File: src/sv/nipd_pkg.sv
// ----------------------------------------------------------------------------
// nipd_pkg: shared types and constants of the NEC pulse decoder
// Commands, decoder phases, queue words and register indexes.
// ----------------------------------------------------------------------------
package nipd_pkg;

  localparam int unsigned CodeBits   = 32;
  localparam int unsigned CountW     = 6;
  localparam int unsigned CodeW      = 32;
  localparam int unsigned WidthW     = 16;
  localparam int unsigned NumRegs    = 8;
  localparam int unsigned CfgIdxW    = 3;
  localparam int unsigned QueueDepth = 2;
  localparam int unsigned QPtrW      = (QueueDepth > 1) ? $clog2(QueueDepth) : 1;
  localparam int unsigned QCntW      = $clog2(QueueDepth + 1);

  typedef enum logic [1:0] {
    CmdEdge    = 2'd0,
    CmdTimeout = 2'd1,
    CmdRearm   = 2'd2,
    CmdNone    = 2'd3
  } cmd_e;

  typedef enum logic [2:0] {
    PhIdle   = 3'd0,
    PhLmark  = 3'd1,
    PhLspace = 3'd2,
    PhBmark  = 3'd3,
    PhBspace = 3'd4
  } phase_e;

  typedef enum logic [CfgIdxW-1:0] {
    RegLeaderMarkMin  = 3'd0,
    RegLeaderMarkMax  = 3'd1,
    RegLeaderSpaceMin = 3'd2,
    RegLeaderSpaceMax = 3'd3,
    RegPulseMin       = 3'd4,
    RegMarkMax        = 3'd5,
    RegSpaceMax       = 3'd6,
    RegOneThreshold   = 3'd7
  } reg_idx_e;

  localparam logic [WidthW-1:0] LeaderMarkMinRst  = 16'd8500;
  localparam logic [WidthW-1:0] LeaderMarkMaxRst  = 16'd9500;
  localparam logic [WidthW-1:0] LeaderSpaceMinRst = 16'd4000;
  localparam logic [WidthW-1:0] LeaderSpaceMaxRst = 16'd5000;
  localparam logic [WidthW-1:0] PulseMinRst       = 16'd400;
  localparam logic [WidthW-1:0] MarkMaxRst        = 16'd700;
  localparam logic [WidthW-1:0] SpaceMaxRst       = 16'd1800;
  localparam logic [WidthW-1:0] OneThresholdRst   = 16'd1000;

  // classified edge word passed from front to back
  typedef struct packed {
    cmd_e kind;
    logic lmark_ok;
    logic lspace_ok;
    logic bmark_ok;
    logic bspace_ok;
    logic bit_one;
  } item_t;

  typedef struct packed {
    logic push;
    logic full;
  } qin_t;

  typedef struct packed {
    logic pop;
    logic empty;
  } qout_t;

endpackage

File: src/sv/nipd_front.sv
// ----------------------------------------------------------------------------
// nipd_front: configuration registers and edge classification
// Compares each width against every window so the back needs only the phase.
// ----------------------------------------------------------------------------
module nipd_front (
  input  logic                         clk_i,
  input  logic                         rst_ni,
  input  logic                         cfg_we_i,
  input  logic [nipd_pkg::CfgIdxW-1:0] cfg_index_i,
  input  logic [nipd_pkg::WidthW-1:0]  cfg_data_i,
  input  logic [1:0]                   command_i,
  input  logic [nipd_pkg::WidthW-1:0]  elapsed_us_i,
  output nipd_pkg::item_t              item_o
);
  import nipd_pkg::*;

  logic [WidthW-1:0] lm_min_q, lm_max_q, ls_min_q, ls_max_q;
  logic [WidthW-1:0] p_min_q, m_max_q, s_max_q, one_thr_q;

  always_ff @(posedge clk_i or negedge rst_ni) begin
    if (!rst_ni) begin
      lm_min_q  <= LeaderMarkMinRst;
      lm_max_q  <= LeaderMarkMaxRst;
      ls_min_q  <= LeaderSpaceMinRst;
      ls_max_q  <= LeaderSpaceMaxRst;
      p_min_q   <= PulseMinRst;
      m_max_q   <= MarkMaxRst;
      s_max_q   <= SpaceMaxRst;
      one_thr_q <= OneThresholdRst;
    end else if (cfg_we_i) begin
      unique case (reg_idx_e'(cfg_index_i))
        RegLeaderMarkMin:  lm_min_q  <= cfg_data_i;
        RegLeaderMarkMax:  lm_max_q  <= cfg_data_i;
        RegLeaderSpaceMin: ls_min_q  <= cfg_data_i;
        RegLeaderSpaceMax: ls_max_q  <= cfg_data_i;
        RegPulseMin:       p_min_q   <= cfg_data_i;
        RegMarkMax:        m_max_q   <= cfg_data_i;
        RegSpaceMax:       s_max_q   <= cfg_data_i;
        RegOneThreshold:   one_thr_q <= cfg_data_i;
        default: ;
      endcase
    end
  end

  logic above_pulse;
  assign above_pulse = elapsed_us_i > p_min_q;

  always_comb begin
    item_o.kind      = cmd_e'(command_i);
    item_o.lmark_ok  = (elapsed_us_i > lm_min_q) && (elapsed_us_i < lm_max_q);
    item_o.lspace_ok = (elapsed_us_i > ls_min_q) && (elapsed_us_i < ls_max_q);
    item_o.bmark_ok  = above_pulse && (elapsed_us_i < m_max_q);
    item_o.bspace_ok = above_pulse && (elapsed_us_i < s_max_q);
    item_o.bit_one   = elapsed_us_i >= one_thr_q;
  end

endmodule

File: src/sv/nipd_queue.sv
// ----------------------------------------------------------------------------
// nipd_queue: short word queue between front and back
// Register array with read and write pointers and a fill count.
// ----------------------------------------------------------------------------
module nipd_queue (
  input  logic            clk_i,
  input  logic            rst_ni,
  input  logic            push_i,
  input  nipd_pkg::item_t wdata_i,
  input  logic            pop_i,
  output nipd_pkg::item_t rdata_o,
  output nipd_pkg::qin_t  qin_o,
  output nipd_pkg::qout_t qout_o
);
  import nipd_pkg::*;

  item_t             mem_q [QueueDepth];
  logic [QPtrW-1:0]  wptr_q, rptr_q;
  logic [QCntW-1:0]  cnt_q;
  logic              do_push, do_pop;

  assign do_push = push_i && (cnt_q != QCntW'(QueueDepth));
  assign do_pop  = pop_i && (cnt_q != '0);

  function automatic logic [QPtrW-1:0] ptr_inc(input logic [QPtrW-1:0] p);
    ptr_inc = (p == QPtrW'(QueueDepth - 1)) ? '0 : p + 1'b1;
  endfunction

  always_ff @(posedge clk_i) begin
    if (do_push) begin
      mem_q[wptr_q] <= wdata_i;
    end
  end

  always_ff @(posedge clk_i or negedge rst_ni) begin
    if (!rst_ni) begin
      wptr_q <= '0;
      rptr_q <= '0;
      cnt_q  <= '0;
    end else begin
      if (do_push) wptr_q <= ptr_inc(wptr_q);
      if (do_pop)  rptr_q <= ptr_inc(rptr_q);
      unique case ({do_push, do_pop})
        2'b10:   cnt_q <= cnt_q + 1'b1;
        2'b01:   cnt_q <= cnt_q - 1'b1;
        default: cnt_q <= cnt_q;
      endcase
    end
  end

  assign rdata_o     = mem_q[rptr_q];
  assign qin_o.push  = do_push;
  assign qin_o.full  = cnt_q == QCntW'(QueueDepth);
  assign qout_o.pop  = do_pop;
  assign qout_o.empty = cnt_q == '0;

endmodule

File: src/sv/nipd_back.sv
// ----------------------------------------------------------------------------
// nipd_back: frame state machine and result register
// Walks leader and bit phases, shifts in the code, holds the result word.
// ----------------------------------------------------------------------------
module nipd_back (
  input  logic                       clk_i,
  input  logic                       rst_ni,
  input  nipd_pkg::item_t            item_i,
  input  nipd_pkg::qout_t            qout_i,
  output logic                       pop_o,
  output logic                       out_valid_o,
  input  logic                       out_stall_i,
  output logic [2:0]                 decoder_state_o,
  output logic                       code_done_o,
  output logic [7:0]                 button_o,
  output logic [nipd_pkg::CodeW-1:0] full_code_o,
  output logic                       armed_o
);
  import nipd_pkg::*;

  phase_e             phase_q, phase_d;
  logic [CountW-1:0]  bits_q, bits_d, bits_inc;
  logic [CodeW-1:0]   code_q, code_d, code_shifted;
  logic               arm_q, arm_d;
  logic [7:0]         btn_q, btn_d;
  logic               done_d;
  logic               edge_go, frame_full;

  logic               ovalid_q;
  logic [2:0]         ostate_q;
  logic               odone_q;
  logic [7:0]         obtn_q;
  logic [CodeW-1:0]   ocode_q;
  logic               oarm_q;

  assign pop_o = !qout_i.empty && (!ovalid_q || !out_stall_i);

  assign edge_go      = (item_i.kind == CmdEdge) && arm_q;
  assign bits_inc     = bits_q + 1'b1;
  assign code_shifted = {code_q[CodeW-2:0], item_i.bit_one};
  assign frame_full   = bits_inc >= CountW'(CodeBits);

  // next phase
  always_comb begin
    phase_d = phase_q;
    if (item_i.kind == CmdTimeout) begin
      phase_d = PhIdle;
    end else if (edge_go) begin
      unique case (phase_q)
        PhIdle:   phase_d = PhLmark;
        PhLmark:  phase_d = item_i.lmark_ok ? PhLspace : PhIdle;
        PhLspace: phase_d = item_i.lspace_ok ? PhBmark : PhIdle;
        PhBmark:  phase_d = item_i.bmark_ok ? PhBspace : PhIdle;
        PhBspace: phase_d = (item_i.bspace_ok && !frame_full) ? PhBmark : PhIdle;
        default:  phase_d = PhIdle;
      endcase
    end
  end

  // datapath updates
  always_comb begin
    bits_d = bits_q;
    code_d = code_q;
    arm_d  = arm_q;
    btn_d  = btn_q;
    done_d = 1'b0;
    if (item_i.kind == CmdRearm) begin
      arm_d = 1'b1;
    end else if (edge_go) begin
      if (phase_q == PhIdle) begin
        bits_d = '0;
        code_d = '0;
      end else if (phase_q == PhBspace && item_i.bspace_ok) begin
        bits_d = bits_inc;
        code_d = code_shifted;
        if (frame_full) begin
          btn_d  = code_shifted[15:8];
          arm_d  = 1'b0;
          done_d = 1'b1;
        end
      end
    end
  end

  always_ff @(posedge clk_i or negedge rst_ni) begin
    if (!rst_ni) begin
      phase_q  <= PhIdle;
      bits_q   <= '0;
      code_q   <= '0;
      arm_q    <= 1'b1;
      btn_q    <= '0;
      ovalid_q <= 1'b0;
    end else begin
      if (qout_i.pop) begin
        phase_q  <= phase_d;
        bits_q   <= bits_d;
        code_q   <= code_d;
        arm_q    <= arm_d;
        btn_q    <= btn_d;
        ovalid_q <= 1'b1;
      end else if (!out_stall_i) begin
        ovalid_q <= 1'b0;
      end
    end
  end

  always_ff @(posedge clk_i) begin
    if (qout_i.pop) begin
      ostate_q <= phase_d;
      odone_q  <= done_d;
      obtn_q   <= btn_d;
      ocode_q  <= code_d;
      oarm_q   <= arm_d;
    end
  end

  assign out_valid_o     = ovalid_q;
  assign decoder_state_o = ostate_q;
  assign code_done_o     = odone_q;
  assign button_o        = obtn_q;
  assign full_code_o     = ocode_q;
  assign armed_o         = oarm_q;

endmodule

File: src/sv/nec_ir_pulse_decoder.sv
// ----------------------------------------------------------------------------
// nec_ir_pulse_decoder: NEC infrared frame decoder on edge events
// Classifies edge widths up front, queues them, runs the frame walk behind.
// ----------------------------------------------------------------------------
//  channel  direction  handshake               payload
//  in       input      in_valid_i / in_stall_o command_i, elapsed_us_i
//  out      output     out_valid_o/ out_stall_i decoder_state_o, code_done_o,
//                                              button_o, full_code_o, armed_o
//  cfg      input      cfg_we_i                cfg_index_i, cfg_data_i
//
//  one word per cycle while neither side stalls; a result word becomes valid
//  once its input has passed the queue write and then the state machine step
//  the two-word queue and the result register let both sides stall apart
//  in_stall_o is high only while the queue is full
//  reset restores the window registers to their defaults, idle and armed
module nec_ir_pulse_decoder (
  input  logic                          clk_i,
  input  logic                          rst_ni,
  input  logic                          cfg_we_i,
  input  logic [nipd_pkg::CfgIdxW-1:0]  cfg_index_i,
  input  logic [nipd_pkg::WidthW-1:0]   cfg_data_i,
  input  logic                          in_valid_i,
  output logic                          in_stall_o,
  input  logic [1:0]                    command_i,
  input  logic [nipd_pkg::WidthW-1:0]   elapsed_us_i,
  output logic                          out_valid_o,
  input  logic                          out_stall_i,
  output logic [2:0]                    decoder_state_o,
  output logic                          code_done_o,
  output logic [7:0]                    button_o,
  output logic [nipd_pkg::CodeW-1:0]    full_code_o,
  output logic                          armed_o
);
  import nipd_pkg::*;

  item_t fr_item, q_item;
  qin_t  qin;
  qout_t qout;
  logic  pop;

  nipd_front u_front (
    .clk_i,
    .rst_ni,
    .cfg_we_i,
    .cfg_index_i,
    .cfg_data_i,
    .command_i,
    .elapsed_us_i,
    .item_o (fr_item)
  );

  nipd_queue u_queue (
    .clk_i,
    .rst_ni,
    .push_i  (in_valid_i && !qin.full),
    .wdata_i (fr_item),
    .pop_i   (pop),
    .rdata_o (q_item),
    .qin_o   (qin),
    .qout_o  (qout)
  );

  nipd_back u_back (
    .clk_i,
    .rst_ni,
    .item_i (q_item),
    .qout_i (qout),
    .pop_o  (pop),
    .out_valid_o,
    .out_stall_i,
    .decoder_state_o,
    .code_done_o,
    .button_o,
    .full_code_o,
    .armed_o
  );

  assign in_stall_o = qin.full;

  // a finished frame disarms and leaves the walk idle
  a_done_disarms: assert property (@(posedge clk_i) disable iff (!rst_ni)
    (out_valid_o && code_done_o) |-> (!armed_o && decoder_state_o == PhIdle))
    else $error("frame done without disarm");

  // button is latched from the completed code
  a_done_button: assert property (@(posedge clk_i) disable iff (!rst_ni)
    (out_valid_o && code_done_o) |-> (button_o == full_code_o[15:8]))
    else $error("button does not match code");

  // while disarmed nothing moves the walk out of idle
  a_disarmed_idle: assert property (@(posedge clk_i) disable iff (!rst_ni)
    (out_valid_o && !armed_o) |-> (decoder_state_o == PhIdle))
    else $error("walk active while disarmed");

  // an accepted word always reaches the queue
  a_accept_push: assert property (@(posedge clk_i) disable iff (!rst_ni)
    (in_valid_i && !in_stall_o) |-> qin.push)
    else $error("accepted word not queued");

endmodule
File: config.mk
export PLATFORM = sky130hd
export DESIGN_NAME = nec_ir_pulse_decoder
export DESIGN_NICKNAME = d
export VERILOG_FILES = /design/src/sv/nipd_pkg.sv /design/src/sv/nipd_front.sv /design/src/sv/nipd_queue.sv /design/src/sv/nipd_back.sv /design/src/sv/nec_ir_pulse_decoder.sv
export SDC_FILE = /design/constraint.sdc
export NUM_CORES = 1
export LEC_CHECK = 0
export BUFFER_PORTS_ARGS = -buffer_cell sky130_fd_sc_hd__buf_2
export CAP_MARGIN = 20
export CORE_MARGIN = 3
export CORE_UTILIZATION = 55
export DETAILED_ROUTE_END_ITERATION = 10
export PLACE_DENSITY = 0.76
export SLEW_MARGIN = 10
export SYNTH_ARGS = -nofsm -noshare
export SYNTH_HDL_FRONTEND = slang
export SYNTH_SLANG_ARGS = --single-unit
File: constraint.sdc
create_clock -name clk_i -period 2.1 [get_ports clk_i]
set_clock_uncertainty 0.05 [all_clocks]
set_input_delay 0.315 -clock clk_i [delete_from_list [all_inputs] [get_ports clk_i]]
set_output_delay 0.315 -clock clk_i [all_outputs]
set_load 0.05 [all_outputs]
Yosys cells after proc, flatten, opt, wreduce, memory -nomap -nowiden
Memory sizes are Yosys's and may differ from the RTL's.
Index checks and enable logic that the tools add are counted.
- RAM bits: 14
- latch bits: 0
- memory bits (read-only): 0
- register bits after elaboration: 228
- memories kept: 1
- bits of input ports: 42
- output and inout bits: 47
- shifts and indexed selects: 0
- $add $sub $neg: 5
- multiplexer cells: 31
- bitwise operators: 3
- equal/unequal tests: 18
- order comparisons: 9
- divide/modulo/power cells: 0
- $mul: 0
- reductions and logical operators: 34
- memory list (name ; words ; width ; rd ports ; clocked after Yosys merged registers in ; wr ports ; RTL line ; source):
    u_queue.mem_q ; 2 ; 7 ; 1 ; 0 ; 1 ; nipd_queue.sv:17 ; item_t mem_q [QueueDepth];
- operator list (kind ; count):
    two-way mux 32 bit ; 4
    less-than comparator 16 bit ; 4
    greater-than comparator 16 bit ; 3
    two-way mux 8 bit ; 5
    >= comparator 16 bit ; 1
    AND reduction 2 bit ; 8
    equality test 3 bit (second input constant) ; 5
    case mux 3 bit (5 select lines) ; 1
    equality test 3 x 2 -> 1 bit (second input constant) ; 4
    two-way mux 1 bit ; 12
    two-way mux 6 bit ; 2
    logical AND 1 bit ; 11
    two-way mux 3 bit ; 3
    adder 6 x 1 -> 6 bit (second input constant) ; 1
    equality test 2 bit (second input constant) ; 3
    equality test 3 x 1 -> 1 bit (second input constant) ; 2
    >= comparator 6 bit (second input constant) ; 1
    zero test 3 bit ; 2
    two-way mux 2 bit ; 3
    nonzero test 2 bit ; 3
    zero test 1 bit ; 5
    equality test 2 x 1 -> 1 bit (second input constant) ; 2
    zero test 2 bit ; 2
    case mux 2 bit (2 select lines) ; 1
    9 further kinds ; 12

Longest topological paths before layout
Gate-level depths: netlist of the first run.
- depth after elaboration: 8
- mapped depth: 7
- depth with buffers taken out: 7

By module
Synthesis of the first run repeated with hierarchy kept, for this count alone.
- cell total of the unflattened synthesis: 1146
- area total of the unflattened synthesis: 12548.3 um^2
- modules (own cells, without submodules) (module ; cells an instance ; area an instance (um^2) ; times used ; seq. area each (um^2)):
    nipd_front ; 785 ; 7832.5 ; 1 ; 3254.4
    nipd_back ; 317 ; 3982.6 ; 1 ; 2628.8
    nipd_queue ; 43 ; 719.4 ; 1 ; 520.5
    nec_ir_pulse_decoder ; 1 ; 13.8 ; 1 ; 0.0

Worst setup path before layout of the first run
No wires, ideal clock.
- path kind: register to register
- from: register u_back.ovalid_q, in the netlist u_back.out_valid_o
- to: register u_back.bits_q[3]
- arrival: 2.187 ns
- cell stages (with the launch flop): 8
- setup time: 0.162 ns
- slack: -0.299 ns
- path through: dfrtp_1 nand2_1 o21ai_2 inv_2 nand3_1 buf_2 o21a_1 a2bb2oi_1
- word-level cells in the longest chain between the ends: 5
- RTL lines (element ; RTL line ; source):
    from (decl) ; nipd_back.sv:29 ; logic ovalid_q;
    from (signal assigned) ; nipd_back.sv:92 ; ovalid_q <= 1'b0;
    from (signal assigned) ; nipd_back.sv:100 ; ovalid_q <= 1'b1;
    from (signal assigned) ; nipd_back.sv:102 ; ovalid_q <= 1'b0;
    zero test 1 bit ; nipd_back.sv:36 ; assign pop_o = !qout_i.empty && (!ovalid_q || !out_stall_i);
    logical OR 1 bit ; nipd_back.sv:36 ;
    logical AND 1 bit ; nipd_back.sv:36 ;
    logical AND 1 bit ; nipd_queue.sv:23 ; assign do_pop = pop_i && (cnt_q != '0);
    net u_queue.do_pop ; nipd_queue.sv:20 ; logic do_push, do_pop;
    AND reduction 4 bit (no line) ; - ;
    to (signal assigned) ; nipd_back.sv:96 ; bits_q <= bits_d;
    to (decl) ; nipd_back.sv:22 ; logic [CountW-1:0] bits_q, bits_d, bits_inc;
The timed path passes the listed nets, and every way through them passes these cells.
A chain may end at the register's enable or synchronous reset.

==> results.py, run 1 <==
metrics = {
    "drt": {
        "drt_iter0_markers": 455,
        "firstDrtPassIters": 5,
        "vias_per_cell": 5.72,
        "vias": 8920,
        "routed_wl_mm": 28.5,
        "ant_nets": 0,
        "routedWlPerCell_um": 18.2,
        "drc": 0,
    },
    "power_and_ir_drop": {
        "p_leak_uw": 0.00680,
        "p_total_uw": 15800,
        "power.density_nw_per_um2": 1070,
        "vdd_drop_max_v": 0.000741,
    },
    "sta": {
        "fin_crit_sh_pct": 101,
        "rsz0062_at_grt": "true",
        "hold_viol_final": 0,
        "slew_viol_final": 0,
        "finalCriticalPeriod_ps": 2120,
        "worstMarginPinSlew_ps": 626,
        "relSlewSlack_pct": 58.2,
        "setup_slack_ps": -15.6,
        "whs_ps": 51.1,
        "setup_viol": 2,
        "fmax_mhz": 473,
    },
    "global_routing": {
        "antenna_found_initial": 0,
        "grt_max_degree": 48,
        "grt_overflow": 0,
        "grt_pass1_wl_mm": 46.4,
        "grt_usage_pct": 23.6,
        "grt_pass1_vias": 9102,
    },
    "placement": {
        "placed_area_um2": 13700,
        "numPortBuffers": 88,
        "dp_hpwl_mm": 20.1,
        "place_inst": 1506,
        "place_congestion": 0.876,
    },
    "critical_path": {
        "worst_ep_required_time_ps": 2320,
        "cp_max_fo": 2,
        "reg2reg_depth": 6,
        "endpoint_kind": "flop",
        "worstSetupPathType": "reg -> reg",
        "arrival_ps": 2330,
        "critPathLaunchType": "flop",
    },
    "cells_and_area": {
        "antenna_cells": 0,
        "final_area_um2": 14700,
        "final_cell_mix": "140 x dfrtp_1, 131 x nand2_1, 124 x inv_1, 124 x ha_1, 87 x buf_2",
        "stdcell_count": 1560,
        "final_common_cell": "dfrtp_1",
        "post-route-util_pct": 66.6,
        "finalNetCount": 1428,
        "syn2layout_area_growth_pct": 17.6,
        "drive_gt1_share_pct": 27.6,
    },
    "cts": {
        "cts_root_buf": "clkbuf_16",
        "clockBufferDepth": 3,
        "clk_latency_ps": 520,
        "h-tree-depth": 1,
        "cts_buffers": 26,
        "cts_tree": "built",
        "numClockSinks": 242,
        "clk_pin_slew_worst_paths_ps": 60,
    },
    "floorplan": {
        "num_rows": 54,
        "core_area_um2": 22100,
        "die_w_um": 157,
        "ios": 89,
        "dieArea_um2": 24600,
        "start_util_pct": 56.6,
        "die_h_um": 157,
    },
    "run_status": {
        "violations": "setup timing",
        "status": "complete, but fails checks",
    },
    "synth": {
        "ys_types": 59,
        "avgSynthCellArea_um2": 11.1,
        "synth_fp_nets": 1293,
        "yosys_warnings": 0,
        "synth_seq_cells": 242,
        "ys_async_sr_fraction_pct": 75.6,
        "synth_cells": 1125,
        "ys_seq_area_share_pct": 51.2,
        "ys.flop_type": "dfrtp_1",
        "synth_edf_count": 59,
        "netlist_area_um2": 12500,
    },
    "flow_run": {
        "maxCapViolations": 0,
    },
    "hold_path": {
        "hold_depth": 3,
        "hold_class": "in -> reg",
    },
}
## area by class of cell
type | count | area, um2
fill | 1643 | 7370
sequential | 242 | 6400
multi-input combinational | 716 | 5610
timing repair buffer | 146 | 1020
clock buffer | 29 | 693
inverter | 128 | 485
tap | 280 | 350
clock inverter | 19 | 154
## logic make-up after synthesis
group | Yosys count | share of synthesized area [%]
AOI/OAI and AO/OA | 250 | 13.1
xor gates and xnor gates | 7 | 0.490
adders and majority gates | 126 | 12.6
buffers and inverters | 167 | 5.17
DFF | 242 | 51.2
muxes | 90 | 8.30
and+or+nand+nor | 243 | 9.20
## synth_stat cells (all sizes together) (2+ instances only)
cell type  count  area (um2)
inv          128         480
ha           126        1580
nor2          20        90.1
a2111o         2        22.5
a21o          24         180
mux2          86         998
nor4           2        12.5
nand3         21         105
dfrtp        141        3530
a2111oi        3        26.3
nor2b          3        18.8
and4           2        17.5
o31ai          3        22.5
o21ai         79         403
edfxtp        59        1770
a21oi         58         290
buf           12        65.1
o2111ai        3        43.8
xnor2          4        35.0
nand4         20         125
a211oi        11        82.6
dfstp         42        1100
nand4b         3        26.3
nand2b         8        50.1
nand2        131         492
nor3          17        96.4
o211ai         2        15.0
clkbuf        27         101
a31o           2        17.5
o21a           7        53.8
or3            6        37.5
a31oi          4        25.0
a22o          39         342
mux2i          4        40.0
nor3b          4        40.0
xor2           3        26.3
o21bai         4        30.0
and3           5        31.3
## sequential cells by signal, indices dropped and copies added (netlist names), 2 cells and up
| signal | cells |
|---|---|
| u_queue.mem_q | 14 |
| u_back.btn_q | 8 |
| u_back.phase_q | 3 |
| u_back.button_o | 8 |
| u_back.decoder_state_o | 3 |
| u_front.lm_max_q | 16 |
| u_front.m_max_q | 16 |
| u_front.one_thr_q | 16 |
| u_back.code_q | 32 |
| u_queue.cnt_q | 2 |
| u_front.ls_min_q | 16 |
| u_front.p_min_q | 16 |
| u_back.bits_q | 6 |
| u_back.full_code_o | 32 |
| u_front.s_max_q | 16 |
| u_front.ls_max_q | 16 |
| u_front.lm_min_q | 16 |
## routing by layer
metal  vias to the layer above  GRT usage, %  part of all wire (%)
met3                        55          3.21                   5.0
met4                         0          7.54                   3.2
met2                       240          40.7                    49
met1                      4360          31.1                    43
met5                         -             0                     0
li1                       4265             -                     -
## power breakdown
part	switching (uW)	internal, uW	leakage, uW
clock network	1870	2620	0.000410
logic	3210	1680	0.00358
registers	386	6020	0.00281
total	5460	10300	0.00680
## what timing repair did
| action | 4_1_cts | 5_1_grt |
|---|---|---|
| pin swaps | 1 | 12 |
| endpoints found under the hold margin | 134 | 0 |
| hold buffers | 4 | 0 |
| setup buffers | 0 | 2 |
| gates resized for setup | 4 | 23 |
| setup endpoints to repair | 9 | 17 |
## critical path: stages, from the launching register on
cell and delay, ps:
dfstp_2 520, inv_1 50, ha_1 290, nand3_1 160, or3_1 460, a31oi_2 240, nor3_2 90
## per-stage QoR
step	setup TNS, ps	setup WS (ps)
floorplan	0	70.6
global placement	-445	-127
detailed placement	-1000	-191
CTS	0	6.06
global route	-312	-58.6
finish	-31.2	-15.6
## worst paths after layout
| kind | start | slack, ps | to |
|---|---|---|---|
| min in group asynchronous | rst_ni | 200 | u_front.one_thr_q[10] |
| min reg2reg | u_front.lm_min_q[2] | 440 | u_front.lm_min_q[2] |
| max reg2reg | u_front.lm_max_q[13] | -20 | u_queue.mem_q[0][4] |
| max | u_front.lm_max_q[13] | -20 | u_queue.mem_q[0][4] |
| min | cfg_data_i[2] | 50 | u_front.lm_min_q[2] |
| max in group asynchronous | rst_ni | 1090 | u_front.lm_max_q[13] |
Power figures use the tool's default switching activity.
==> run 2: changes to the inputs <==
- CORE_ASPECT_RATIO: not set -> 0.9
- HOLD_SLACK_MARGIN: not set -> 0.12
==> run 2 against run 1 <==
- the run now ends clean
- sequential share of layout area decreased by 0.98 points
- sequential cell count unchanged
- critical path depth increased by 1
- combinational power increased by 5.5%
- global-route usage increased by 1.6 points
- utilization increased by 1.8 points
==> results.py, run 2 (synthesized netlist as in run 1, its figures left out) <==
metrics = {
    "global_routing": {
        "grt_max_degree": 54,
        "grt_overflow": 0,
        "grt_pass1_wl_mm": 49.0,
        "antenna_found_initial": 1,
        "grt_pass1_vias": 9193,
        "grt_usage_pct": 25.2,
    },
    "sta": {
        "rsz0062_at_grt": "true",
        "setup_viol": 0,
        "hold_viol_final": 0,
        "relSlewSlack_pct": 61.8,
        "worstMarginPinSlew_ps": 573,
        "fin_crit_sh_pct": 98.0,
        "slew_viol_final": 0,
        "setup-tns-final_ps": 0,
        "finalCriticalPeriod_ps": 2060,
        "fmax_mhz": 486,
    },
    "drt": {
        "firstDrtPassIters": 6,
        "routed_wl_mm": 30.3,
        "drt_iter0_markers": 851,
        "vias_per_cell": 5.73,
        "ant_nets": 0,
        "drc": 0,
        "vias": 9204,
        "routedWlPerCell_um": 18.9,
    },
    "floorplan": {
        "die_w_um": 165,
        "core_area_um2": 22000,
        "num_rows": 51,
        "die_h_um": 149,
        "start_util_pct": 56.8,
        "ios": 89,
        "dieArea_um2": 24600,
    },
    "critical_path": {
        "rr_endpoint": "u_queue.mem_q[1][2]",
        "cp_max_fo": 3,
        "r2r-start": "u_front.p_min_q[7]",
        "arrival_ps": 2350,
        "worstSetupPathType": "reg -> reg",
        "critPathLaunchType": "flop",
        "endpoint_kind": "flop",
        "reg2reg_depth": 7,
        "r2r_setup_slack_ps": 40,
        "worst_ep_required_time_ps": 2390,
    },
    "placement": {
        "numPortBuffers": 88,
        "dp_hpwl_mm": 21.3,
        "placed_area_um2": 13800,
        "place_congestion": 0.911,
        "place_inst": 1535,
    },
    "cells_and_area": {
        "syn2layout_area_growth_pct": 20.3,
        "finalNetCount": 1464,
        "final_common_cell": "dfrtp_1",
        "antenna_cells": 0,
        "final_cell_mix": "141 x dfrtp_1, 131 x nand2_1, 123 x inv_1",
        "stdcell_count": 1605,
        "final_area_um2": 15100,
        "drive_gt1_share_pct": 28.7,
    },
    "cts": {
        "h-tree-depth": 1,
        "clk_latency_ps": 520,
        "clockBufferDepth": 3,
        "numClockSinks": 242,
        "cts_buffers": 25,
        "cts_tree": "built",
        "cts_root_buf": "clkbuf_16",
        "clk_pin_slew_worst_paths_ps": 70,
    },
    "flow_run": {
        "maxCapViolations": 0,
    },
    "power_and_ir_drop": {
        "p_leak_uw": 0.00695,
        "vdd_drop_max_v": 0.000853,
        "power.density_nw_per_um2": 1060,
        "p_total_uw": 15900,
    },
    "hold_path": {
        "hold_class": "in -> reg",
        "hold_depth": 3,
        "hold_end": "u_front.ls_min_q[0]",
        "hold_start": "cfg_index_i[0]",
    },
    "run_status": {
        "status": "completed",
    },
}
-- run 2: metal layers --
layer  wire (um)  global-route usage, %  vias to the layer above
li1            -                      -                     4332
met3        1690                   3.50                       50
met2       14100                   40.8                      285
met1       13900                   36.6                     4535
met4         676                   5.24                        2
met5          20                      0                        -
-- run 2: power breakdown --
part | total, uW | internal [uW] | switching, uW
registers | 6420 | 6020 | 403
logic | 5160 | 1810 | 3360
clock network | 4320 | 2520 | 1790
total | 15900 | 10400 | 5550
-- run 2: layout make-up --
type                            instances  area [um2]
Timing Repair Buffer                  183        1300
Tap cell                              291         364
Sequential cell                       242        6400
Fill cell                            1573        6960
Clock buffer                           37         731
Multi-Input combinational cell        716        5700
Inverter                              128         485
Clock inverter                          8        67.6
-- run 2: worst max-delay path, cell delays in order (launching register included) --
cell and delay, ps:
dfstp_2 510, inv_1 60, ha_4 280, nand4_1 180, buf_4 210, a2111oi_4 260, nor3_4 100, nor3_4 220
-- run 2: repair_timing --
| action | 4_1_cts | 5_1_grt |
|---|---|---|
| pin swaps | 2 | 18 |
| endpoints found under the setup margin | 8 | 12 |
| hold endpoints to repair | 127 | 0 |
| gates resized for setup | 10 | 31 |
| hold buffers | 21 | 0 |
| buffers inserted | 0 | 4 |
-- run 2: worst max path at each step --
| stage | startpoint | to | cells past startpoint |
|---|---|---|---|
| floorplan | u_back.out_valid_o | u_back.bits_q[3] | 7 |
| global placement | elapsed_us_i[14] | u_queue.mem_q[1][2] | 8 |
| detailed placement | elapsed_us_i[14] | u_queue.mem_q[0][2] | 8 |
| CTS | u_front.ls_min_q[11] | u_queue.mem_q[1][3] | 7 |
| global route | u_front.lm_max_q[10] | u_queue.mem_q[0][4] | 8 |
| finish | u_front.p_min_q[7] | u_queue.mem_q[1][2] | 7 |
-- run 2: stage by stage --
stage / hold slack, ps / setup slack, ps / util, %
CTS: 221 / 20.2 / 67.5
floorplan: -30.6 / 70.6 / -
detailed placement: 285 / -175 / 62.7
finish: 234 / 41.3 / 68.4
global route: 238 / -37.3 / 68.4
global placement: 284 / -105 / 62.7
==> run 3: changes to the inputs <==
- SLEW_MARGIN: 10 -> 40
- SYNTH_HIERARCHICAL: not set -> 1
==> run 3 against run 2 <==
- the flow now finishes with violations (setup timing)
- count of clock-buffer cells in the layout fell by 10
- fmax fell by 15%
- critical path depth fell by 1
- die area rose by 0.18%
- via count rose by 4.8%
- global-route usage rose by 1.0 points
- critical path type unchanged
- utilization rose by 4.2 points
- largest power group unchanged
- clock power rose by 30%
==> results.py, run 3 <==
metrics = {
    "run_status": {
        "status": "complete, but fails checks",
        "violations": "setup timing",
    },
    "cells_and_area": {
        "drive_gt1_share_pct": 34.6,
        "stdcell_count": 1653,
        "final_cell_mix": "140 x dfrtp_1, 134 x nand2_1, 127 x inv_1",
        "post-route-util_pct": 72.6,
        "syn2layout_area_growth_pct": 27.5,
        "finalNetCount": 1510,
        "antenna_cells": 0,
        "final_common_cell": "dfrtp_1",
    },
    "hold_path": {
        "hold_start": "in_valid_i",
        "hold_class": "in -> reg",
    },
    "synth": {
        "avgSynthCellArea_um2": 11.0,
        "netlist_area_um2": 12500,
        "synth_fp_nets": 1312,
        "yosys_warnings": 6,
        "synth_cells": 1144,
    },
    "sta": {
        "rsz0062_at_grt": "true",
        "fin_crit_sh_pct": 116,
        "worstMarginPinSlew_ps": 796,
        "whs_ps": 169,
        "setup_viol": 60,
        "hold_viol_final": 0,
        "setup-tns-final_ps": -13890,
        "fmax_mhz": 412,
        "setup_slack_ps": -328,
        "relSlewSlack_pct": 46.8,
        "finalCriticalPeriod_ps": 2430,
        "slew_viol_final": 0,
    },
    "global_routing": {
        "grt_pass1_wl_mm": 51.0,
        "grt_pass1_vias": 9819,
        "grt_use_met3_pct": 5.47,
        "use_met1_pct": 36.2,
        "grt_usage_pct": 26.2,
        "globalRouteMet2Util_pct": 41.8,
        "antenna_found_initial": 0,
        "grt.busiest_layer": "met2",
        "grt_overflow": 0,
        "grt_max_degree": 59,
    },
    "floorplan": {
        "die_h_um": 149,
        "num_rows": 51,
        "start_util_pct": 56.9,
        "ios": 89,
        "dieArea_um2": 24600,
        "die_w_um": 165,
        "core_area_um2": 22000,
    },
    "drt": {
        "vias": 9643,
        "drc": 0,
        "ant_nets": 0,
        "drt_iter0_markers": 893,
        "vias_per_cell": 5.83,
        "firstDrtPassIters": 5,
        "routedWlPerCell_um": 20.0,
        "routed_wl_mm": 33.0,
    },
    "critical_path": {
        "worst_ep_required_time_ps": 2460,
        "rr_endpoint": "u_back/btn_q[7]",
        "worstSetupPathType": "reg -> reg",
        "cp_max_fo": 5,
        "reg2reg_depth": 6,
        "critPathLaunch": "u_queue/rptr_q",
        "r2r_setup_slack_ps": -330,
        "critPathLaunchType": "flop",
        "arrival_ps": 2780,
        "endpoint_kind": "flop",
        "crit_end": "u_back/btn_q[7]",
        "r2r-start": "u_queue/rptr_q",
    },
    "placement": {
        "dp_hpwl_mm": 20.4,
        "place_congestion": 0.902,
        "place_inst": 1563,
        "numPortBuffers": 88,
        "place_ws_ps": -443,
    },
    "flow_run": {
        "maxCapViolations": 0,
    },
    "cts": {
        "clockBufferDepth": 3,
        "clk_latency_ps": 540,
        "h-tree-depth": 1,
        "clk_pin_slew_worst_paths_ps": 60,
        "cts_root_buf": "clkbuf_16",
        "cts_tree": "built",
        "cts_buffers": 26,
        "numClockSinks": 242,
    },
    "power_and_ir_drop": {
        "p_leak_uw": 0.00729,
        "vdd_drop_max_v": 0.00102,
        "power.density_nw_per_um2": 1180,
    },
}
[run 3: changes by cell type in the layout (fill, tap and decap cells not counted), moves of 8 or more]
cell       previous run  this run
bufinv_16             1        11
nand2_2               0        14
o21ai_1              15         7
a21o_1               24        10
buf_6                 1        10
o21ai_0              62        82
buf_4                67        80
nand3_1              20         6
mux2_4                8        19
a21oi_2               4        23
[run 3: worst min-delay path by stage]
| stage | end | slack (ps) | cells past startpoint |
|---|---|---|---|
| after floorplan | u_back/bits_q[0] | -30 | 0 |
| after global placement | u_front/m_max_q[1] | 170 | 1 |
| after detailed placement | u_front/m_max_q[1] | 160 | 1 |
| after CTS | u_queue/wptr_q | 160 | 4 |
| after global routing | u_front/m_max_q[1] | 200 | 2 |
| final | u_queue/wptr_q | 170 | 4 |
[run 3: critical path, cell delays in order, from the launching register on]
cell and delay, ps:
dfrtp_1 430, mux2_4 330, or3b_4 430, or3_4 420
a21oi_4 170, buf_8 160, mux2_4 300
[run 3: area by class of cell]
cell class | instances | area, um2
clock buffers | 27 | 676
clock inverters | 21 | 388
fillers | 1402 | 6030
inverters | 131 | 492
multi-input cells | 728 | 5970
flip-flops and latches | 242 | 6400
well taps | 291 | 364
repair buffers | 213 | 1690
[run 3: repair_timing]
item                                    in CTS  in global routing
pin swaps                                   25                 38
buffers inserted                            10                 17
hold endpoints to repair                   232                  0
resized for setup                           71                 68
endpoints found under the setup margin      57                 66
hold buffers                                20                  0
gates cloned                                 4                  2
[run 3: report_power, final]
part,internal (uW),switching [uW]
clock,3690,1940
combinational,2270,4330
sequential,6220,438
[run 3: per-stage QoR]
stage	total power, uW	cell area, um2
global placement	12400	13900
CTS	18500	15700
finish	18900	16000
floorplan	10800	12600
global route	19800	16000
detailed placement	12600	13900
[run 3: per-layer routing]
metal	share of wire (%)	up-vias
met3	8.0	71
met2	47	399
met4	2.8	0
met5	0	-
li1	-	4433
met1	42	4740
